$ cat src/i2c_master_byte_engine_assert.svh
// Assertion macros for the I2C master byte engine.
// Included by the top level; depends on nothing else.
`ifndef I2C_MASTER_BYTE_ENGINE_ASSERT_SVH
`define I2C_MASTER_BYTE_ENGINE_ASSERT_SVH
`ifndef SYNTHESIS
`define I2CMBE_ASSERT_SAME(lbl, clk, rst, ante, cons) \
   lbl: assert property (@(posedge clk) disable iff (rst) (ante) |-> (cons)) \
      else $error("I2C byte engine check failed");
`define I2CMBE_ASSERT_NEXT(lbl, clk, rst, ante, cons) \
   lbl: assert property (@(posedge clk) disable iff (rst) (ante) |=> (cons)) \
      else $error("I2C byte engine check failed");
`else
`define I2CMBE_ASSERT_SAME(lbl, clk, rst, ante, cons)
`define I2CMBE_ASSERT_NEXT(lbl, clk, rst, ante, cons)
`endif
`endif

$ cat src/i2cmbe_pkg.sv
// Shared types and constants of the I2C master byte engine.
// Used by the top level, the front queue and the bus engine.
package i2cmbe_pkg;

   localparam int unsigned QUEUE_DEPTH = 2;
   localparam logic [7:0] ACK_TIMEOUT_RESET = 8'd250;

   typedef enum logic [16:0] {
      PH_IDLE  = 17'b00000000000000001,
      PH_S1    = 17'b00000000000000010,
      PH_S2    = 17'b00000000000000100,
      PH_S3    = 17'b00000000000001000,
      PH_BLOW  = 17'b00000000000010000,
      PH_BHIGH = 17'b00000000000100000,
      PH_ALOW  = 17'b00000000001000000,
      PH_AHIGH = 17'b00000000010000000,
      PH_POLL  = 17'b00000000100000000,
      PH_RLOW  = 17'b00000001000000000,
      PH_RHIGH = 17'b00000010000000000,
      PH_NLOW  = 17'b00000100000000000,
      PH_NHIGH = 17'b00001000000000000,
      PH_NEND  = 17'b00010000000000000,
      PH_P1    = 17'b00100000000000000,
      PH_P2    = 17'b01000000000000000,
      PH_P3    = 17'b10000000000000000
   } phase_type;

   typedef struct packed {
      logic       is_load;
      logic [7:0] tx_byte;
      logic       with_start;
      logic       with_stop;
      logic       is_read;
      logic       sda_in;
   } item_type;

endpackage

$ cat src/i2cmbe_channels.sv
// Valid/ready channel interfaces for commands and bus results.
// Standalone; payload fields follow the engine's item and result layout.
interface i2cmbe_req_if;
   logic       valid;
   logic       ready;
   logic       func;
   logic [7:0] tx_byte;
   logic       with_start;
   logic       with_stop;
   logic       is_read;
   logic       sda_in;

   modport source (output valid, func, tx_byte, with_start, with_stop, is_read, sda_in,
                   input ready);
   modport sink (input valid, func, tx_byte, with_start, with_stop, is_read, sda_in,
                 output ready);
endinterface

interface i2cmbe_rsp_if;
   logic       valid;
   logic       ready;
   logic       scl_level;
   logic       sda_level;
   logic       sda_drive;
   logic       busy_res;
   logic       done_res;
   logic       ack_failed;
   logic [7:0] rx_byte;

   modport source (output valid, scl_level, sda_level, sda_drive, busy_res, done_res,
                   ack_failed, rx_byte, input ready);
   modport sink (input valid, scl_level, sda_level, sda_drive, busy_res, done_res,
                 ack_failed, rx_byte, output ready);
endinterface

$ cat src/i2c_master_byte_engine.sv
// I2C master byte engine: one result beat for every accepted command or tick beat.
// An accepted beat passes through the queue and then the result register before its result is shown.
// The engine takes one beat per cycle, with one phase update per beat, while the result channel does not stall.
// A queue of QueueDepth beats separates the input side from the engine and result register.
// Synchronous reset empties the queue, idles the bus engine with SCL high and SDA released,
// and sets the acknowledge timeout to 250.
module i2c_master_byte_engine #(
   parameter int unsigned QueueDepth = i2cmbe_pkg::QUEUE_DEPTH
) (
   input  logic         clock,
   input  logic         reset,
   input  logic         csr_wr_en,
   input  logic [7:0]   csr_wr_data,
   i2cmbe_req_if.sink   req_ch,
   i2cmbe_rsp_if.source rsp_ch
);
   import i2cmbe_pkg::*;

`include "i2c_master_byte_engine_assert.svh"

   item_type q_item;
   logic     q_valid;
   logic     q_pop;
   logic     stop_levels;

   i2cmbe_front #(
      .QueueDepth (QueueDepth)
   ) u_front (
      .clock   (clock),
      .reset   (reset),
      .req_ch  (req_ch),
      .q_item  (q_item),
      .q_valid (q_valid),
      .q_pop   (q_pop)
   );

   i2cmbe_back u_back (
      .clock       (clock),
      .reset       (reset),
      .csr_wr_en   (csr_wr_en),
      .csr_wr_data (csr_wr_data),
      .q_item      (q_item),
      .q_valid     (q_valid),
      .q_pop       (q_pop),
      .rsp_ch      (rsp_ch)
   );

   assign stop_levels = rsp_ch.done_res && rsp_ch.sda_drive && rsp_ch.scl_level &&
                        rsp_ch.sda_level;

   `I2CMBE_ASSERT_SAME(a_done_idle, clock, reset, rsp_ch.valid && rsp_ch.done_res, !rsp_ch.busy_res)
   `I2CMBE_ASSERT_SAME(a_fail_done, clock, reset, rsp_ch.valid && rsp_ch.ack_failed, stop_levels)
   `I2CMBE_ASSERT_SAME(a_release_high, clock, reset, rsp_ch.valid && !rsp_ch.sda_drive, rsp_ch.sda_level)
   `I2CMBE_ASSERT_NEXT(a_queue_drain, clock, reset, !req_ch.ready && rsp_ch.ready, rsp_ch.valid)

endmodule

$ cat src/i2cmbe_front.sv
// Front end: accepts command and tick beats and queues them for the engine.
// Depends on i2cmbe_pkg and the request channel interface.
module i2cmbe_front #(
   parameter int unsigned QueueDepth = i2cmbe_pkg::QUEUE_DEPTH
) (
   input  logic                 clock,
   input  logic                 reset,
   i2cmbe_req_if.sink           req_ch,
   output i2cmbe_pkg::item_type q_item,
   output logic                 q_valid,
   input  logic                 q_pop
);
   import i2cmbe_pkg::*;

   localparam int unsigned PtrW = (QueueDepth > 1) ? $clog2(QueueDepth) : 1;
   localparam int unsigned CntW = $clog2(QueueDepth + 1);
   localparam logic [PtrW-1:0] LastPtr = PtrW'(QueueDepth - 1);

   item_type        entry_ff [QueueDepth];
   logic [PtrW-1:0] wr_ptr_ff, wr_ptr_in;
   logic [PtrW-1:0] rd_ptr_ff, rd_ptr_in;
   logic [CntW-1:0] count_ff, count_in;
   item_type        new_item;
   logic            push;

   assign req_ch.ready = (count_ff < CntW'(QueueDepth));
   assign push         = req_ch.valid && req_ch.ready;
   assign q_valid      = (count_ff != '0);
   assign q_item       = entry_ff[rd_ptr_ff];

   always_comb begin
      new_item.is_load    = req_ch.func;
      new_item.tx_byte    = req_ch.tx_byte;
      new_item.with_start = req_ch.with_start;
      new_item.with_stop  = req_ch.with_stop;
      new_item.is_read    = req_ch.is_read;
      new_item.sda_in     = req_ch.sda_in;
   end

   always_comb begin
      wr_ptr_in = wr_ptr_ff;
      rd_ptr_in = rd_ptr_ff;
      count_in  = count_ff;
      if (push) begin
         wr_ptr_in = (wr_ptr_ff == LastPtr) ? '0 : wr_ptr_ff + 1'b1;
      end
      if (q_pop) begin
         rd_ptr_in = (rd_ptr_ff == LastPtr) ? '0 : rd_ptr_ff + 1'b1;
      end
      if (push && !q_pop) begin
         count_in = count_ff + 1'b1;
      end else if (!push && q_pop) begin
         count_in = count_ff - 1'b1;
      end
   end

   always_ff @(posedge clock) begin
      if (reset) begin
         wr_ptr_ff <= '0;
         rd_ptr_ff <= '0;
         count_ff  <= '0;
      end else begin
         wr_ptr_ff <= wr_ptr_in;
         rd_ptr_ff <= rd_ptr_in;
         count_ff  <= count_in;
      end
   end

   always_ff @(posedge clock) begin
      if (push) begin
         entry_ff[wr_ptr_ff] <= new_item;
      end
   end

endmodule

$ cat src/i2cmbe_back.sv
// Back end: the bus phase engine and the result register.
// Depends on i2cmbe_pkg and the result channel interface.
module i2cmbe_back (
   input  logic                 clock,
   input  logic                 reset,
   input  logic                 csr_wr_en,
   input  logic [7:0]           csr_wr_data,
   input  i2cmbe_pkg::item_type q_item,
   input  logic                 q_valid,
   output logic                 q_pop,
   i2cmbe_rsp_if.source         rsp_ch
);
   import i2cmbe_pkg::*;

   logic [7:0] ack_timeout_ff;
   phase_type  phase_ff, phase_in;
   logic [2:0] bit_count_ff, bit_count_in;
   logic [7:0] shift_ff, shift_in;
   logic [7:0] poll_ff, poll_in;
   logic       pending_stop_ff, pending_stop_in;
   logic       reading_ff, reading_in;
   logic       scl_ff, scl_in;
   logic       sda_lvl_ff, sda_lvl_in;
   logic       sda_dir_ff, sda_dir_in;
   logic       fail_ff, fail_in;
   logic [7:0] rx_hold_ff, rx_hold_in;
   logic       rsp_valid_ff, rsp_valid_in;
   logic       done_ff, done_in;
   logic       failed_ff, failed_in;
   logic       out_free;

   assign out_free     = !rsp_valid_ff || rsp_ch.ready;
   assign q_pop        = q_valid && out_free;
   assign rsp_valid_in = q_pop || (rsp_valid_ff && !rsp_ch.ready);

   always_comb begin
      logic [8:0] poll_next;
      logic       end_done;
      poll_next       = {1'b0, poll_ff} + 9'd1;
      end_done        = 1'b0;
      phase_in        = phase_ff;
      bit_count_in    = bit_count_ff;
      shift_in        = shift_ff;
      poll_in         = poll_ff;
      pending_stop_in = pending_stop_ff;
      reading_in      = reading_ff;
      scl_in          = scl_ff;
      sda_lvl_in      = sda_lvl_ff;
      sda_dir_in      = sda_dir_ff;
      fail_in         = fail_ff;
      rx_hold_in      = rx_hold_ff;
      done_in         = 1'b0;
      failed_in       = 1'b0;
      if (q_item.is_load) begin
         if (phase_ff == PH_IDLE) begin
            shift_in        = q_item.tx_byte;
            pending_stop_in = q_item.with_stop;
            reading_in      = q_item.is_read;
            bit_count_in    = '0;
            poll_in         = '0;
            fail_in         = 1'b0;
            if (q_item.with_start) begin
               phase_in = PH_S1;
            end else begin
               phase_in = q_item.is_read ? PH_RLOW : PH_BLOW;
            end
         end
      end else begin
         unique case (phase_ff)
            PH_IDLE: begin
            end
            PH_S1: begin
               sda_dir_in = 1'b1;
               sda_lvl_in = 1'b1;
               scl_in     = 1'b1;
               phase_in   = PH_S2;
            end
            PH_S2: begin
               sda_lvl_in = 1'b0;
               phase_in   = PH_S3;
            end
            PH_S3: begin
               scl_in   = 1'b0;
               phase_in = reading_ff ? PH_RLOW : PH_BLOW;
            end
            PH_BLOW: begin
               sda_dir_in = 1'b1;
               scl_in     = 1'b0;
               sda_lvl_in = shift_ff[7];
               phase_in   = PH_BHIGH;
            end
            PH_BHIGH: begin
               scl_in       = 1'b1;
               shift_in     = {shift_ff[6:0], 1'b0};
               phase_in     = (bit_count_ff == 3'd7) ? PH_ALOW : PH_BLOW;
               bit_count_in = bit_count_ff + 3'd1;
            end
            PH_ALOW: begin
               scl_in     = 1'b0;
               sda_dir_in = 1'b0;
               sda_lvl_in = 1'b1;
               phase_in   = PH_AHIGH;
            end
            PH_AHIGH: begin
               scl_in   = 1'b1;
               poll_in  = '0;
               phase_in = PH_POLL;
            end
            PH_POLL: begin
               if (!q_item.sda_in) begin
                  scl_in   = 1'b0;
                  end_done = 1'b1;
               end else if (poll_next > {1'b0, ack_timeout_ff}) begin
                  fail_in         = 1'b1;
                  pending_stop_in = 1'b1;
                  phase_in        = PH_P1;
               end else begin
                  poll_in = poll_next[7:0];
               end
            end
            PH_RLOW: begin
               scl_in     = 1'b0;
               sda_dir_in = 1'b0;
               sda_lvl_in = 1'b1;
               phase_in   = PH_RHIGH;
            end
            PH_RHIGH: begin
               scl_in   = 1'b1;
               shift_in = {shift_ff[6:0], q_item.sda_in};
               if (bit_count_ff == 3'd7) begin
                  rx_hold_in = {shift_ff[6:0], q_item.sda_in};
                  phase_in   = PH_NLOW;
               end else begin
                  phase_in = PH_RLOW;
               end
               bit_count_in = bit_count_ff + 3'd1;
            end
            PH_NLOW: begin
               scl_in     = 1'b0;
               sda_dir_in = 1'b1;
               sda_lvl_in = 1'b1;
               phase_in   = PH_NHIGH;
            end
            PH_NHIGH: begin
               scl_in   = 1'b1;
               phase_in = PH_NEND;
            end
            PH_NEND: begin
               scl_in   = 1'b0;
               end_done = 1'b1;
            end
            PH_P1: begin
               sda_dir_in = 1'b1;
               scl_in     = 1'b0;
               sda_lvl_in = 1'b0;
               phase_in   = PH_P2;
            end
            PH_P2: begin
               scl_in   = 1'b1;
               phase_in = PH_P3;
            end
            PH_P3: begin
               sda_lvl_in = 1'b1;
               phase_in   = PH_IDLE;
               done_in    = 1'b1;
            end
            default: begin
               phase_in = PH_IDLE;
            end
         endcase
         if (end_done) begin
            if (pending_stop_ff) begin
               phase_in = PH_P1;
            end else begin
               phase_in = PH_IDLE;
               done_in  = 1'b1;
            end
         end
         if (done_in) begin
            failed_in = fail_ff;
            fail_in   = 1'b0;
         end
      end
   end

   always_ff @(posedge clock) begin
      if (reset) begin
         ack_timeout_ff <= ACK_TIMEOUT_RESET;
      end else if (csr_wr_en) begin
         ack_timeout_ff <= csr_wr_data;
      end
   end

   always_ff @(posedge clock) begin
      if (reset) begin
         phase_ff        <= PH_IDLE;
         bit_count_ff    <= '0;
         shift_ff        <= '0;
         poll_ff         <= '0;
         pending_stop_ff <= 1'b0;
         reading_ff      <= 1'b0;
         scl_ff          <= 1'b1;
         sda_lvl_ff      <= 1'b1;
         sda_dir_ff      <= 1'b0;
         fail_ff         <= 1'b0;
         rx_hold_ff      <= '0;
         rsp_valid_ff    <= 1'b0;
         done_ff         <= 1'b0;
         failed_ff       <= 1'b0;
      end else begin
         rsp_valid_ff <= rsp_valid_in;
         if (q_pop) begin
            phase_ff        <= phase_in;
            bit_count_ff    <= bit_count_in;
            shift_ff        <= shift_in;
            poll_ff         <= poll_in;
            pending_stop_ff <= pending_stop_in;
            reading_ff      <= reading_in;
            scl_ff          <= scl_in;
            sda_lvl_ff      <= sda_lvl_in;
            sda_dir_ff      <= sda_dir_in;
            fail_ff         <= fail_in;
            rx_hold_ff      <= rx_hold_in;
            done_ff         <= done_in;
            failed_ff       <= failed_in;
         end
      end
   end

   assign rsp_ch.valid      = rsp_valid_ff;
   assign rsp_ch.scl_level  = scl_ff;
   assign rsp_ch.sda_level  = sda_lvl_ff;
   assign rsp_ch.sda_drive  = sda_dir_ff;
   assign rsp_ch.busy_res   = (phase_ff != PH_IDLE);
   assign rsp_ch.done_res   = done_ff;
   assign rsp_ch.ack_failed = failed_ff;
   assign rsp_ch.rx_byte    = rx_hold_ff;

endmodule
$ cat src/flat_wrapper.sv
// flat-port wrapper written by rule: the top's interface ports become plain ports
module i2c_master_byte_engine_flat import i2cmbe_pkg::*;
#(
   parameter int unsigned QueueDepth = i2cmbe_pkg::QUEUE_DEPTH
)
  (clock, reset, csr_wr_en, csr_wr_data, req_ch_valid, req_ch_func, req_ch_tx_byte, req_ch_with_start, req_ch_with_stop, req_ch_is_read, req_ch_sda_in, req_ch_ready, rsp_ch_valid, rsp_ch_scl_level, rsp_ch_sda_level, rsp_ch_sda_drive, rsp_ch_busy_res, rsp_ch_done_res, rsp_ch_ack_failed, rsp_ch_rx_byte, rsp_ch_ready);
  i2cmbe_req_if req_ch_i ();
  i2cmbe_rsp_if rsp_ch_i ();
  input  logic clock;
  input  logic reset;
  input  logic csr_wr_en;
  input  logic [7:0] csr_wr_data;
  input wire logic [$bits(req_ch_i.valid)-1:0] req_ch_valid;
  input wire logic [$bits(req_ch_i.func)-1:0] req_ch_func;
  input wire logic [$bits(req_ch_i.tx_byte)-1:0] req_ch_tx_byte;
  input wire logic [$bits(req_ch_i.with_start)-1:0] req_ch_with_start;
  input wire logic [$bits(req_ch_i.with_stop)-1:0] req_ch_with_stop;
  input wire logic [$bits(req_ch_i.is_read)-1:0] req_ch_is_read;
  input wire logic [$bits(req_ch_i.sda_in)-1:0] req_ch_sda_in;
  output wire logic [$bits(req_ch_i.ready)-1:0] req_ch_ready;
  output wire logic [$bits(rsp_ch_i.valid)-1:0] rsp_ch_valid;
  output wire logic [$bits(rsp_ch_i.scl_level)-1:0] rsp_ch_scl_level;
  output wire logic [$bits(rsp_ch_i.sda_level)-1:0] rsp_ch_sda_level;
  output wire logic [$bits(rsp_ch_i.sda_drive)-1:0] rsp_ch_sda_drive;
  output wire logic [$bits(rsp_ch_i.busy_res)-1:0] rsp_ch_busy_res;
  output wire logic [$bits(rsp_ch_i.done_res)-1:0] rsp_ch_done_res;
  output wire logic [$bits(rsp_ch_i.ack_failed)-1:0] rsp_ch_ack_failed;
  output wire logic [$bits(rsp_ch_i.rx_byte)-1:0] rsp_ch_rx_byte;
  input wire logic [$bits(rsp_ch_i.ready)-1:0] rsp_ch_ready;
  assign req_ch_i.valid = req_ch_valid;
  assign req_ch_i.func = req_ch_func;
  assign req_ch_i.tx_byte = req_ch_tx_byte;
  assign req_ch_i.with_start = req_ch_with_start;
  assign req_ch_i.with_stop = req_ch_with_stop;
  assign req_ch_i.is_read = req_ch_is_read;
  assign req_ch_i.sda_in = req_ch_sda_in;
  assign req_ch_ready = req_ch_i.ready;
  assign rsp_ch_valid = rsp_ch_i.valid;
  assign rsp_ch_scl_level = rsp_ch_i.scl_level;
  assign rsp_ch_sda_level = rsp_ch_i.sda_level;
  assign rsp_ch_sda_drive = rsp_ch_i.sda_drive;
  assign rsp_ch_busy_res = rsp_ch_i.busy_res;
  assign rsp_ch_done_res = rsp_ch_i.done_res;
  assign rsp_ch_ack_failed = rsp_ch_i.ack_failed;
  assign rsp_ch_rx_byte = rsp_ch_i.rx_byte;
  assign rsp_ch_i.ready = rsp_ch_ready;
  i2c_master_byte_engine #(.QueueDepth(QueueDepth)) u_core (.clock(clock), .reset(reset), .csr_wr_en(csr_wr_en), .csr_wr_data(csr_wr_data), .req_ch(req_ch_i), .rsp_ch(rsp_ch_i));
endmodule
$ cat config.mk
export PLATFORM = sky130hd
export DESIGN_NAME = i2c_master_byte_engine_flat
export DESIGN_NICKNAME = d
export VERILOG_FILES = /design/src/i2cmbe_pkg.sv /design/src/i2cmbe_channels.sv /design/src/i2c_master_byte_engine.sv /design/src/i2cmbe_front.sv /design/src/i2cmbe_back.sv /design/src/flat_wrapper.sv
export VERILOG_INCLUDE_DIRS = /design/src /design/src/src
export SDC_FILE = /design/constraint.sdc
export NUM_CORES = 1
export LEC_CHECK = 0
export BUFFER_PORTS_ARGS = -buffer_cell sky130_fd_sc_hd__buf_2
export CAP_MARGIN = 20
export CELL_PAD_IN_SITES_DETAIL_PLACEMENT = 0
export CELL_PAD_IN_SITES_GLOBAL_PLACEMENT = 1
export CORE_MARGIN = 4
export CORE_UTILIZATION = 43
export CTS_BUF_LIST = sky130_fd_sc_hd__clkbuf_8
export DETAILED_ROUTE_END_ITERATION = 16
export PLACE_DENSITY = 0.75
export SYNTH_ARGS = -nofsm -noshare
export SYNTH_HDL_FRONTEND = slang
export SYNTH_SLANG_ARGS = --single-unit
$ cat constraint.sdc
create_clock -name clock -period 3 [get_ports clock]
set_clock_uncertainty 0.2 [all_clocks]
set_input_delay 0.45 -clock clock [delete_from_list [all_inputs] [get_ports clock]]
set_output_delay 0.45 -clock clock [all_outputs]
set_load 0.03 [all_outputs]
# Word level (Yosys, flattened, before mapping)
# Memories as Yosys holds them, arrays and structs flattened. A register that Yosys moved wholly into a read port is not among the register bits.
# Index checks and enable logic that the tools add are counted.
# word_totals
wordCells,151
input_bits,26
regBits,65
ramBits,26
n_memories,1
# classes
bitwise_logic,1
mux,53
eq_ne,26
add_sub_neg,6
magnitude_cmp,2
n_reduce_logical,44
# mem_list
name,depth,width,read_ports,rd_clocked_by_memory_dff,wr,line,rtl
u_core.u_front.entry_ff,2,13,1,1,1,i2cmbe_front.sv:19,item_type entry_ff [QueueDepth];
# ops
op,n
$pmux 17 s15,1
$mux 17,5
$mux 8,6
$pmux 8 s2,2
$mux 10,3
$mux 1,24
$reduce_bool 3->1,7
$reduce_and 5->1,4
$eq 17x1->1 const B,1
$eq 17x10->1 const B,1
$eq 17x11->1 const B,1
$eq 17x12->1 const B,1
$eq 17x13->1 const B,1
$eq 17x14->1 const B,1
$eq 17x15->1 const B,1
$eq 17x16->1 const B,1
$eq 17x17->1 const B,1
$eq 17x2->1 const B,1
$eq 17x3->1 const B,1
$eq 17x4->1 const B,1
$eq 17x5->1 const B,1
$eq 17x6->1 const B,1
$eq 17x7->1 const B,1
$eq 17x8->1 const B,1
other kinds (33),64

# Depth between registers and ports, before layout
# Gate-level depths: netlist of the first run.
# depth
depth_word,7
ltp_mapped,13
ltp_nobuf,12

# Modules after synthesis
# A second synthesis of the first run with hierarchy kept.
# hier_totals
cells_unflattened,479
hier_area_um2,4563.1
# by_module_without_submodules
module,cells_per_inst,instances,area_per_inst_um2
i2cmbe_back,416,1,3419.5
i2cmbe_front,63,1,1143.6

# Worst setup path before layout of the first run
# OpenSTA, ideal clock, no wires.
# synth_path
path_type,register to register
startpoint,register u_core.u_back.poll_ff[0]
endpoint,register u_core.u_back.poll_ff[2]
path_slack_ps,-118
arrival_time_ps,2822
stages_incl_launch_ff,14
period_less_slack_ps,3118
required_time_ps,2704
path_buffers,1
path_cell_list,dfxtp_1 > ha_1 > and3_1 > nand3_1 > xnor2_1 > ha_1 > a21o_1 > a21oi_1 > o22ai_1 > nor2_1 > a21oi_2 > or3_1 > buf_2 > o41ai_2
# synth_between
elab_chain_cells,5
elab_cells_between_ends,8
# synth_rtl
element,line,rtl
from (decl),i2cmbe_back.sv:19,"logic [7:0] poll_ff, poll_in;"
from (signal assigned),i2cmbe_back.sv:216,poll_ff <= poll_in;
$add 8x1->9 *,i2cmbe_back.sv:39,"poll_next = {1'b0, poll_ff} + 9'd1;"
branches (longest 4 deep; another with $gt 9x8->1),-,
# Every way passes the cells marked *. The select of a mux whose other input is x is not followed.
# A chain may end at the register's enable or synchronous reset.

# Worst setup path in the final report of the first run
# layout_path
startpoint,register u_core.u_back.poll_ff[0]
endpoint,register u_core.u_back.phase_ff[0]
# layout_between
elab_chain_cells,4
# layout_rtl
element,line,rtl
$add 8x1->9,i2cmbe_back.sv:39,
$gt 9x8->1,i2cmbe_back.sv:113,"end else if (poll_next > {1'b0, ack_timeout_ff}) begin"
$ne 4x3->1 (no line),-,
$reduce_and 5->1 (no line),-,
to (signal assigned),i2cmbe_back.sv:213,phase_ff <= phase_in;
to (decl),i2cmbe_back.sv:16,"phase_type phase_ff, phase_in;"
# Every way passes these cells.

==> impl_metrics.yaml, run 1 <==
place:
  io_buffers: 41
  gp_routability_congestion: 0.924
  detailedPlacementHpwl_um: 8260
  dp_cells: 663
floorplanning:
  floorplan.io_pins: 42
  row_count: 37
  placeableCoreArea_sq_um: 10400
  die_area_sq_um: 12400
  floorplan.die.height_um: 111
  initial_core_util_pct: 44.4
  die_w_um: 111
setup_path:
  worst_path_fanout_max: 7
  cp_num_buf_inv: 1
  critPathKind: "reg2reg"
  worstReg2RegStart: "u_core.u_back.poll_ff[0]"
  timing.critical_path.to: "u_core.u_back.phase_ff[0]"
  timing.reg2reg.setup_slack_ns: 0.05
  critical_path.slowest_cell: "sky130_fd_sc_hd__dfxtp_4"
  cp_num_cells: 13
  ff2ff_path_depth: 13
  critPathMaxStageDelay_ns: 0.38
  worst_setup_path_startpoint: "u_core.u_back.poll_ff[0]"
  timing.critical_path.cells: "ha_4 > and3_4 > nand3_4 > xnor2_2 > ha_1 > nand4_1 > nor2_2 > buf_4 > o22ai_4 > or3_4 > and2_4 > mux2i_1 > a22oi_1"
  setup.worst_path.start_class: "flop"
  r2r_end: "u_core.u_back.phase_ff[0]"
  critPathCaptureType: "flop"
  path_delay_family: "simple AND/OR/NAND/NOR gates"
  timing.critical_path.arrival_ns: 3.04
  crit_required_ns: 3.09
grt:
  first_pass_grt_wire_length_um: 18800
  groute.usage.overall_pct: 18.4
  vias_in_the_first_global_route: 3713
  maximum_number_of_pins_on_one_net_before_global_route_repair: 47
  grt_antenna_before_repair: 0
  remaining_global_route_overflow: 0
synth:
  synth_cell_type_count: 66
  ys_seq_elements: 92
  synth.cell_area_sq_um: 4600
  syn-num-nets: 519
  yosysWarningCount: 0
  synth.yosys.seq_area_share_pct: 45.7
  synthArstFlopShare_pct: 0
  postSynth.topFlopCell: "sky130_fd_sc_hd__dfxtp_1"
  postSynthCellCount: 481
  synthesis.area_per_instance_sq_um: 9.57
  number_of_flops_mapped_to_enable_cells_by_yosys: 26
layout:
  nets: 585
  instances_no_fill: 688
  area.growth.synth_to_final_pct: 20.1
  post_route_cells_drive_above_1_share_pct: 26.3
  antenna_cells_inserted: 0
  layout.core_utilization_pct: 53.3
sta:
  fin_tns_setup_ns: 0
  timing.fmax_mhz: 339
  max_slew.worst_pin.slew_ns: 0.600
  finalCritPeriodShare_pct: 98.5
  setup_viol: 0
  period_minus_slack_ns: 2.95
  finalMaxSlewViolations: 0
  worst_slew_margin_rel_pct: 60.0
  grt_setup_unrepaired: "true"
  final-hold-violation-count: 0
cts:
  clk_transition_reported_paths_ns: 0.11
  cts_buffer_depth: 2
  cts.sinks: 92
  cts_made_buffers: 9
  h-tree-depth: 3
  clk-insertion-delay-late_ns: 0.37
  cts_tree: "done"
  number_of_hold_buffers_added_after_cts: 0
  cts.root.buffer_cell: "sky130_fd_sc_hd__clkbuf_8"
detailed_routing:
  routedWlPerCell_um: 16.8
  routed_wirelength_um: 11500
  first_iter_violations: 224
  via_count: 3848
  detail-route-antenna-nets: 0
  first_pass_iters: 5
  vias_per_cell: 5.59
  drt_drc_violations_left: 0
pwr:
  ir_drop_mv: 0.366
  design_power_total_w: 0.00364
  static_leak_nw: 2.25
  power_density_nw_per_um2: 658
hold_path:
  worst_hold_path_type: "in2reg"
run:
  max_cap_viol_count: 0
run_status:
  status: "completed"
-- cell usage in the layout (no fill, tap or decap), types with 3 or more instances in the layout --
cell and count:
sky130_fd_sc_hd__dfxtp_1 62, sky130_fd_sc_hd__nor2_1 59, sky130_fd_sc_hd__buf_2 41, sky130_fd_sc_hd__buf_4 41, sky130_fd_sc_hd__nand2_1 31, sky130_fd_sc_hd__edfxtp_1 26, sky130_fd_sc_hd__a21oi_1 25, sky130_fd_sc_hd__mux2i_1 23
sky130_fd_sc_hd__nor3_1 19, sky130_fd_sc_hd__inv_1 15, sky130_fd_sc_hd__ha_1 11, sky130_fd_sc_hd__a21o_1 10, sky130_fd_sc_hd__a211oi_1 9, sky130_fd_sc_hd__nor2b_1 9, sky130_fd_sc_hd__clkbuf_8 9, sky130_fd_sc_hd__nand3_1 8
sky130_fd_sc_hd__o21ai_1 8, sky130_fd_sc_hd__nand4b_1 8, sky130_fd_sc_hd__o211ai_1 8, sky130_fd_sc_hd__or3_1 7, sky130_fd_sc_hd__nand4_1 7, sky130_fd_sc_hd__o21ai_0 6, sky130_fd_sc_hd__xnor2_1 5, sky130_fd_sc_hd__xor2_1 5
sky130_fd_sc_hd__nor4_1 5, sky130_fd_sc_hd__and2_1 4, sky130_fd_sc_hd__nand3b_1 4, sky130_fd_sc_hd__nand2b_1 3, sky130_fd_sc_hd__or4_4 3, sky130_fd_sc_hd__or4_1 3, sky130_fd_sc_hd__nor4_4 3, sky130_fd_sc_hd__nor4_2 3
sky130_fd_sc_hd__mux2_2 3, sky130_fd_sc_hd__a21oi_2 3, sky130_fd_sc_hd__o311ai_2 3, sky130_fd_sc_hd__o41ai_2 3, sky130_fd_sc_hd__dfxtp_4 3
-- worst register-to-register path, stage by stage, from the launching register on --
cell	delay [ns]
sky130_fd_sc_hd__dfxtp_4	0.38
sky130_fd_sc_hd__ha_4	0.14
sky130_fd_sc_hd__and3_4	0.22
sky130_fd_sc_hd__nand3_4	0.09
sky130_fd_sc_hd__xnor2_2	0.14
sky130_fd_sc_hd__ha_1	0.33
sky130_fd_sc_hd__nand4_1	0.13
sky130_fd_sc_hd__nor2_2	0.13
sky130_fd_sc_hd__buf_4	0.14
sky130_fd_sc_hd__o22ai_4	0.08
sky130_fd_sc_hd__or3_4	0.36
sky130_fd_sc_hd__and2_4	0.22
sky130_fd_sc_hd__mux2i_1	0.13
sky130_fd_sc_hd__a22oi_1	0.19
-- cell usage after synthesis (all sizes together), types with 2 or more instances --
library cell / n / area, sq um
a211oi: 10 / 75.1
a21o: 10 / 75.1
a21oi: 28 / 144
a22oi: 2 / 15.0
a31oi: 2 / 12.5
a41o: 2 / 20.0
and2: 5 / 33.8
and3: 2 / 12.5
and4: 2 / 17.5
buf: 10 / 65.1
clkbuf: 18 / 67.6
dfxtp: 66 / 1320
edfxtp: 26 / 781
ha: 12 / 150
inv: 15 / 56.3
mux2: 3 / 33.8
mux2i: 23 / 230
nand2: 32 / 123
nand2b: 3 / 18.8
nand3: 10 / 55.1
nand3b: 4 / 30.0
nand4: 7 / 43.8
nand4b: 8 / 70.1
nor2: 63 / 253
nor2b: 9 / 56.3
nor3: 20 / 100
nor4: 11 / 111
nor4b: 2 / 17.5
o211a: 2 / 20.0
o211ai: 8 / 60.1
o21ai: 14 / 70.1
o22ai: 2 / 12.5
o311ai: 5 / 43.8
o31ai: 2 / 20.0
o41ai: 3 / 48.8
or3: 9 / 61.3
or3b: 2 / 17.5
or4: 6 / 56.3
xnor2: 7 / 61.3
xor2: 5 / 43.8
-- flip-flops by register name (all words and copies together) (netlist names), 2 cells and up, named ones only --
signal                        count
u_core.u_front.count_ff           2
u_core.u_back.bit_count_ff        3
u_core.u_back.ack_timeout_ff      8
u_core.u_front.entry_ff          26
u_core.u_back.shift_ff            8
u_core.u_back.rsp_ch.rx_byte      8
u_core.u_back.poll_ff             8
u_core.u_back.phase_ff           17
-- cells by family (layout without fill, tap and decap cells) --
kind of cell / count (synthesis) / in the layout / share of synthesized area [%]
simple gates: 197 / 197 / 23.8
compound gates: 99 / 99 / 15.2
flops: 92 / 92 / 45.7
buf+inv: 43 / 114 / 4.10
mux: 26 / 26 / 5.73
fa+ha+maj: 12 / 12 / 3.26
xor+xnor: 12 / 12 / 2.28
-- timing repair --
action | 4_1_cts | 5_1_grt
resized for setup | 9 | 21
endpoints found under the setup margin | 19 | 28
pin swaps | 2 | 12
setup buffers | 1 | 8
cloned | 0 | 0
-- where the power goes --
group          switching (W)  internal, W
clock               0.000525     0.000339
sequential          0.000112      0.00144
combinational       0.000780     0.000446
total                0.00142      0.00222
-- per-stage QoR --
| stage | hold WS, ns | cell area, sq um | setup slack (ns) |
|---|---|---|---|
| after floorplan | 0.248 | 4620 | 0.0195 |
| after CTS | 0.0419 | 5370 | 0.0177 |
| after global routing | 0.0346 | 5530 | -0.0457 |
| after detailed placement | 0.253 | 5110 | -0.0835 |
| after global placement | 0.239 | 5110 | -0.0605 |
| final | 0.0544 | 5530 | 0.0463 |
-- area by class of cell --
type                            count  area, sq um
Tap cell                          136          170
Sequential cell                    92         2110
Clock inverter                      7         86.3
Fill cell                         961         4840
Inverter                           15         56.3
Clock buffer                        9          124
Timing Repair Buffer               83          524
Multi-Input combinational cell    346         2460
-- routing by layer --
metal	GRT usage (%)	vias up	part of all wire, %
li1	-	1899	-
met1	24.9	1833	47
met2	29.9	95	46
met3	2.99	21	4.3
met4	6.73	0	2.3
met5	0	-	0
-- worst min-delay path by stage --
| stage | startpoint | to | slack, ns | cells past startpoint |
|---|---|---|---|---|
| final | req_ch_tx_byte[6] | u_core.u_front.entry_ff[1][10] | 0.05 | 1 |
| after global routing | req_ch_tx_byte[6] | u_core.u_front.entry_ff[1][10] | 0.03 | 1 |
| after CTS | req_ch_tx_byte[6] | u_core.u_front.entry_ff[1][10] | 0.04 | 1 |
| after detailed placement | u_core.u_back.rsp_ch.ack_failed | u_core.u_back.rsp_ch.ack_failed | 0.25 | 2 |
| after global placement | u_core.u_back.rsp_ch.ack_failed | u_core.u_back.rsp_ch.ack_failed | 0.24 | 2 |
| after floorplan | u_core.u_back.fail_ff | u_core.u_back.rsp_ch.ack_failed | 0.25 | 2 |
No activity file was read; power rests on OpenSTA's default activity.
==> run 2: changes to the inputs <==
BUFFER_PORTS_ARGS = -buffer_cell sky130_fd_sc_hd__buf_4   (was -buffer_cell sky130_fd_sc_hd__buf_2)
GPL_ROUTABILITY_DRIVEN = 1   (was not set)
SYNTH_HIERARCHICAL = 1   (was not set)
==> run 2 against run 1 <==
  * The flow now finishes with violations (negative setup slack)
  * Sequential power barely moved
  * Design area rose by 3.3%
  * Sequential share of layout area fell by 1.3 points
  * Clock power fell by 16%
  * Worst hold slack improved by 0.0056 ns
  * Non-clock buffer count rose by 11
  * Combinational power barely moved
  * Die area fell by 0.83%
  * Global-route usage rose by 1.0 points
  * Wire length rose by 0.47%
  * Power fell by 4.5%
  * First-iteration DRC count rose by 0.89%
  * Critical endpoint is now u_core/u_back/phase_ff[1]
  * Largest power group unchanged
==> impl_metrics.yaml, run 2 <==
run_status:
  status: "finished, violations left"
  violations: "negative setup slack"
synth:
  synth_commonest_cells: "sky130_fd_sc_hd__dfxtp_1, sky130_fd_sc_hd__nor2_1, sky130_fd_sc_hd__nand2_1"
  synth-compound-area-share_pct: 13.7
  area_share_of_fa_ha_maj_cells_after_synthesis_pct: 3.29
  syn-num-nets: 517
  synth_top_family_by_area: "simple AND/OR/NAND/NOR gates"
  number_of_flops_mapped_to_enable_cells_by_yosys: 26
  synthesis.area_per_instance_sq_um: 9.53
  synthDominantAreaCellType: "sky130_fd_sc_hd__dfxtp_1"
  synthArstFlopShare_pct: 0
  ys_seq_elements: 92
  synth.yosys.seq_area_share_pct: 46.1
  synthXorXnorAreaFrac_pct: 2.11
  yosys.cell_count.top_type: "sky130_fd_sc_hd__dfxtp_1"
  dominant_cells_by_area_after_synthesis: "sky130_fd_sc_hd__dfxtp_1, sky130_fd_sc_hd__edfxtp_1, sky130_fd_sc_hd__mux2i_1"
  postSynthCellCount: 479
  muxShareOfSynthArea_pct: 8.69
  synth.cell_area_sq_um: 4560
  synth_cell_type_count: 66
  yosysTopAreaCellShare_pct: 29.0
  yosysWarningCount: 6
  post_synth_and_or_nand_nor_area_fraction_pct: 21.9
  postSynth.topFlopCell: "sky130_fd_sc_hd__dfxtp_1"
sta:
  grt_setup_unrepaired: "true"
  finalCritPeriodShare_pct: 108
  finalMaxSlewViolations: 0
  worst_slew_margin_rel_pct: 57.4
  fin_tns_setup_ns: -4.47
  period_minus_slack_ns: 3.25
  timing.fmax_mhz: 308
  max_slew.worst_pin.slew_ns: 0.639
  setup_viol: 25
  final.setup.worst_slack_ns: -0.248
  final-hold-violation-count: 0
floorplanning:
  floorplan.io_pins: 42
  die_area_sq_um: 12300
  placeableCoreArea_sq_um: 10300
  row_count: 37
  initial_core_util_pct: 44.2
  die_w_um: 111
  floorplan.die.height_um: 111
layout:
  antenna_cells_inserted: 0
  area.growth.synth_to_final_pct: 25.2
  post_route_cells_drive_above_1_share_pct: 27.5
  largest_reg_by_ff_count: "u_core/u_front/entry_ff"
  largest_reg_flops: 26
  largestRegisters: "u_core/u_front/entry_ff: 26 flops, u_core/u_back/phase_ff: 17 flops"
  most-common-layout-cells: "sky130_fd_sc_hd__buf_4, sky130_fd_sc_hd__dfxtp_1, sky130_fd_sc_hd__nor2_1"
  final.fill_count: 955
  area_taken_by_flip_flops_and_latches_sq_um: 2110
  final_common_cell: "sky130_fd_sc_hd__buf_4"
  finish.instance_area_sq_um: 5710
  layout.core_utilization_pct: 55.4
  nets: 601
  area_of_combinational_cells_with_multiple_inputs_sq_um: 2430
place:
  place_area_sq_um: 5400
  detailedPlacementHpwl_um: 8690
  placement.setup.worst_slack_ns: -0.282
  gp_routability_congestion: 0.953
  io_buffers: 41
grt:
  maximum_number_of_pins_on_one_net_before_global_route_repair: 39
  remaining_global_route_overflow: 0
  groute.usage.overall_pct: 19.4
  first_pass_grt_wire_length_um: 19500
  grt_antenna_before_repair: 0
  vias_in_the_first_global_route: 3923
pwr:
  design_power_total_w: 0.00348
  power_density_nw_per_um2: 609
  static_leak_nw: 2.39
  ir_drop_mv: 0.387
cts:
  cts_tree: "done"
  cts_made_buffers: 9
  cts.sinks: 92
  clk-insertion-delay-late_ns: 0.37
  cts.root.buffer_cell: "sky130_fd_sc_hd__clkbuf_8"
  cts_buffer_depth: 2
  clk_transition_reported_paths_ns: 0.09
  h-tree-depth: 3
  number_of_hold_buffers_added_after_cts: 0
setup_path:
  setup.worst_path.start_class: "flop"
  critPathCaptureType: "flop"
  timing.critical_path.arrival_ns: 3.35
  worst_path_fanout_max: 8
  critPathKind: "reg2reg"
  crit_required_ns: 3.11
detailed_routing:
  first_pass_iters: 5
  vias_per_cell: 5.47
  routed_wirelength_um: 11600
  routedWlPerCell_um: 16.5
  drt_drc_violations_left: 0
  detail-route-antenna-nets: 0
  via_count: 3850
  first_iter_violations: 226
run:
  max_cap_viol_count: 0
hold_path:
  worst_hold_path_type: "in2reg"
==> run 2: per-layer routing <==
metal | GRT usage, % | wire [um] | vias to the layer above | share of wire (%)
li1 | - | - | 1916 | -
met1 | 25.2 | 5190 | 1798 | 45
met2 | 32.3 | 5550 | 116 | 48
met3 | 3.06 | 564 | 20 | 4.9
met4 | 8.19 | 290 | 0 | 2.5
met5 | 0 | 0 | - | 0
==> run 2: worst paths after layout <==
kind | start | end | slack, ns | cells after the start
max | u_core/u_back/poll_ff[1] | u_core/u_back/phase_ff[1] | -0.25 | 15
max reg2reg | u_core/u_back/poll_ff[1] | u_core/u_back/phase_ff[1] | -0.25 | 15
min reg2reg | u_core/u_back/fail_ff | u_core/u_back/fail_ff | 0.26 | 1
min | req_ch_is_read | u_core/u_front/entry_ff[1][1] | 0.06 | 1
==> run 2: layout make-up <==
cell class	count	share of cell area [%]
sequential	92	36.9
clock inverter	7	0.679
multi-input combinational	339	42.5
timing repair buffer	94	12.9
clock buffer	9	2.17
inverter	27	1.77
tap	136	2.98
==> run 2: what timing repair did <==
item / 4_1_cts / 5_1_grt
pin swaps: 8 / 7
gates resized for setup: 11 / 14
setup endpoints to repair: 26 / 27
endpoints found under the hold margin: 0 / 0
gates cloned: 0 / 0
setup buffers: 3 / 2
==> run 2: cell families after synthesis <==
logic type	Yosys count
adder cells (fa/ha/maj)	12
XOR/XNOR	11
AND/OR/NAND/NOR	191
multiplexers	38
AO/OA/AOI/OAI	87
buffers and inverters	48
flip-flops	92
==> run 2: critical path, stage by stage, from the launching register on <==
cell,delay (ns)
sky130_fd_sc_hd__dfxtp_4,0.37
sky130_fd_sc_hd__ha_4,0.16
sky130_fd_sc_hd__and3_4,0.18
sky130_fd_sc_hd__and3_4,0.18
sky130_fd_sc_hd__nand2b_1,0.13
sky130_fd_sc_hd__nand2_4,0.07
sky130_fd_sc_hd__ha_4,0.22
sky130_fd_sc_hd__a21o_1,0.17
sky130_fd_sc_hd__a21oi_2,0.21
sky130_fd_sc_hd__nand3_2,0.14
sky130_fd_sc_hd__buf_4,0.17
sky130_fd_sc_hd__a2111oi_4,0.37
sky130_fd_sc_hd__o21ai_4,0.15
sky130_fd_sc_hd__buf_12,0.17
sky130_fd_sc_hd__nand2b_1,0.15
sky130_fd_sc_hd__a21oi_2,0.14
==> run 2: power breakdown <==
group          internal [W]  switching [W]  leakage [nW]
sequential          0.00145       0.000102         0.781
combinational      0.000527       0.000673          1.53
clock              0.000291       0.000438        0.0867
total               0.00226        0.00121          2.39
==> run 2: per-stage QoR <==
step | std cells | hold slack, ns
CTS | 702 | 0.0443
detailed placement | 683 | 0.245
global placement | 683 | 0.243
floorplan | 479 | 0.226
finish | 704 | 0.0599
global route | 704 | 0.0461
==> run 3: changes to the inputs <==
CORE_UTILIZATION = 51   (was 43)
HOLD_SLACK_MARGIN = 0.12   (was not set)
PLACE_DENSITY = 0.84   (was 0.75)
clock period = 4.05 ns   (was 3 ns; I/O delays follow)
==> run 3 against run 2 <==
  * The run now ends clean
  * Die area down 15%
  * Cell count down 11%
  * Via count down 4.6%
  * Clock power down 18%
  * Non-clock buffer count down 49
  * First-iteration DRC count down 8.4%
  * Design area down 10%
  * Power down 28%
  * Critical path type unchanged
  * Critical endpoint is now u_core/u_back/phase_ff[12]
==> impl_metrics.yaml, run 3 (synthesis gave the netlist of run 2 again) <==
pwr:
  static_leak_nw: 2.14
  pwr-share-comb_pct: 30.3
  ir_drop_mv: 0.321
  clock_power_share_pct: 23.8
  design_power_total_w: 0.00250
  power.internal_w: 0.00162
  net_switching_w: 0.000883
  switching_share_pct: 35.3
  fraction_of_power_consumed_by_sequential_logic_pct: 46.0
  power_density_nw_per_um2: 488
grt:
  grt_util_met3_pct: 4.19
  m2_gr_usage_pct: 35.5
  gr-max-usage-layer: "met2"
  vias_in_the_first_global_route: 3625
  first_pass_grt_wire_length_um: 17600
  remaining_global_route_overflow: 0
  grt_antenna_before_repair: 0
  maximum_number_of_pins_on_one_net_before_global_route_repair: 53
  groute.layer.met1.usage_pct: 27.7
  groute.usage.overall_pct: 21.3
sta:
  final-hold-violation-count: 0
  setup_viol: 0
  timing.fmax_mhz: 277
  grt_setup_unrepaired: "false"
  fin_tns_setup_ns: 0
  worst_slew_margin_rel_pct: 48.6
  finalMaxSlewViolations: 0
  max_slew.worst_pin.slew_ns: 0.771
  period_minus_slack_ns: 3.62
  final.setup.worst_slack_ns: 0.435
  finalCritPeriodShare_pct: 89.3
cts:
  number_of_hold_buffers_added_after_cts: 0
  cts_made_buffers: 9
  clk_transition_reported_paths_ns: 0.10
  post_cts_buffers: 0
  cts.sinks: 92
  h-tree-depth: 3
  cts_buffer_depth: 2
  clk-insertion-delay-late_ns: 0.35
  cts_tree: "done"
  cts.root.buffer_cell: "sky130_fd_sc_hd__clkbuf_8"
  cts-resized-gates: 0
layout:
  area_taken_by_flip_flops_and_latches_sq_um: 2100
  most-common-layout-cells: "sky130_fd_sc_hd__dfxtp_1, sky130_fd_sc_hd__nor2_1, sky130_fd_sc_hd__buf_4"
  nets: 552
  area_of_combinational_cells_with_multiple_inputs_sq_um: 2260
  final.fill_count: 762
  post_route_cells_drive_above_1_share_pct: 16.6
  area.growth.synth_to_final_pct: 12.4
  largest_reg_by_ff_count: "u_core/u_front/entry_ff"
  final_common_cell: "sky130_fd_sc_hd__dfxtp_1"
  largestRegisters: "u_core/u_front/entry_ff: 26 flops, u_core/u_back/phase_ff: 17 flops"
  largest_reg_flops: 26
  layout.core_utilization_pct: 58.8
  antenna_cells_inserted: 0
detailed_routing:
  routedWlPerCell_um: 17.0
  routed_wirelength_um: 10600
  detail-route-antenna-nets: 0
  vias_per_cell: 5.86
  via_count: 3673
  first_pass_iters: 4
  first_iter_violations: 207
  drt_drc_violations_left: 0
hold_path:
  worst_hold_path_type: "in2reg"
  min_path_cells: 1
  hold_path_end: "u_core/u_front/entry_ff[1][10]"
  worstHoldStart: "req_ch_tx_byte[6]"
floorplanning:
  initial_core_util_pct: 52.3
  row_count: 34
  die_area_sq_um: 10500
  placeableCoreArea_sq_um: 8720
  floorplan.io_pins: 42
  floorplan.die.height_um: 103
  die_w_um: 103
setup_path:
  timing.reg2reg.setup_slack_ns: 0.43
  worst_path_fanout_max: 12
  ff2ff_path_depth: 13
  timing.critical_path.cells: "ha_1 > and3_1 > and3_1 > nand2b_1 > nand2_1 > ha_1 > a21o_1 > a21oi_1 > a21oi_1 > a2111oi_2 > o21ai_2 > nor2_2 > o2bb2ai_1"
  setup.worst_path.start_class: "flop"
  critPathCaptureType: "flop"
  critical_path.slowest_cell: "sky130_fd_sc_hd__a2111oi_2"
  critPathKind: "reg2reg"
  r2r_end: "u_core/u_back/phase_ff[12]"
  critPathMaxStageDelay_ns: 0.50
  worstReg2RegStart: "u_core/u_back/poll_ff[0]"
  crit_required_ns: 4.13
  timing.critical_path.arrival_ns: 3.69
place:
  gp_routability_congestion: 0.917
  io_buffers: 41
  placement.setup.worst_slack_ns: 0.495
  detailedPlacementHpwl_um: 7760
run_status:
  status: "completed"
run:
  max_cap_viol_count: 0
-- run 3: cell count changes in the layout (fill, tap and decap cells not counted), sizes merged --
cell      change
inv           +2
clkbuf        +1
buf          -49
clkinv        -1
clkinvlp      -2
-- run 3: routing by layer --
layer	up-vias	share of wire, %	wire, um
met5	-	0	0
met2	97	48	5080
met3	16	4.9	517
met4	0	1.5	159
li1	1824	-	-
met1	1736	46	4890
-- run 3: layout make-up --
type / instances / area share (%)
Clock inverter: 6 / 1.02
Multi-Input combinational cell: 339 / 44.1
Tap cell: 108 / 2.63
Clock buffer: 10 / 2.68
Sequential cell: 92 / 41.0
Timing Repair Buffer: 45 / 6.58
Inverter: 27 / 1.98
-- run 3: how the worst max path moves through the flow --
stage | from | endpoint | cells past startpoint
floorplan | u_core/u_back/poll_ff[0] | u_core/u_back/phase_ff[0] | 13
global placement | u_core/u_back/poll_ff[0] | u_core/u_back/phase_ff[10] | 13
detailed placement | u_core/u_back/poll_ff[0] | u_core/u_back/phase_ff[12] | 13
CTS | u_core/u_back/poll_ff[0] | u_core/u_back/phase_ff[12] | 13
global route | u_core/u_back/poll_ff[0] | u_core/u_back/phase_ff[12] | 13
finish | u_core/u_back/poll_ff[0] | u_core/u_back/phase_ff[12] | 13
-- run 3: worst max-delay path, delay by kind of cell (launching register included) --
kind / cells / cell delay [ns]
AO/OA/AOI/OAI: 6 / 1.50
flip-flops: 1 / 0.40
adder cells (fa/ha/maj): 2 / 0.51
AND/OR/NAND/NOR: 5 / 0.94
-- run 3: power by group through the flow --
| stage | Combinational [W] | Sequential, W | Clock (W) |
|---|---|---|---|
| floorplan | 0.000583 | 0.00115 | 0 |
| global placement | 0.000741 | 0.00117 | 0 |
| detailed placement | 0.000753 | 0.00117 | 0 |
| CTS | 0.000758 | 0.00115 | 0.000617 |
| global route | 0.000833 | 0.00116 | 0.000663 |
| finish | 0.000758 | 0.00115 | 0.000595 |
-- run 3: stage by stage --
stage	std cells	instance area, sq um	hold WS, ns
after global placement	611	4940	0.245
final	627	5130	0.230
after global routing	627	5130	0.192
after CTS	627	5130	0.207
after floorplan	479	4560	0.226
after detailed placement	611	4940	0.245
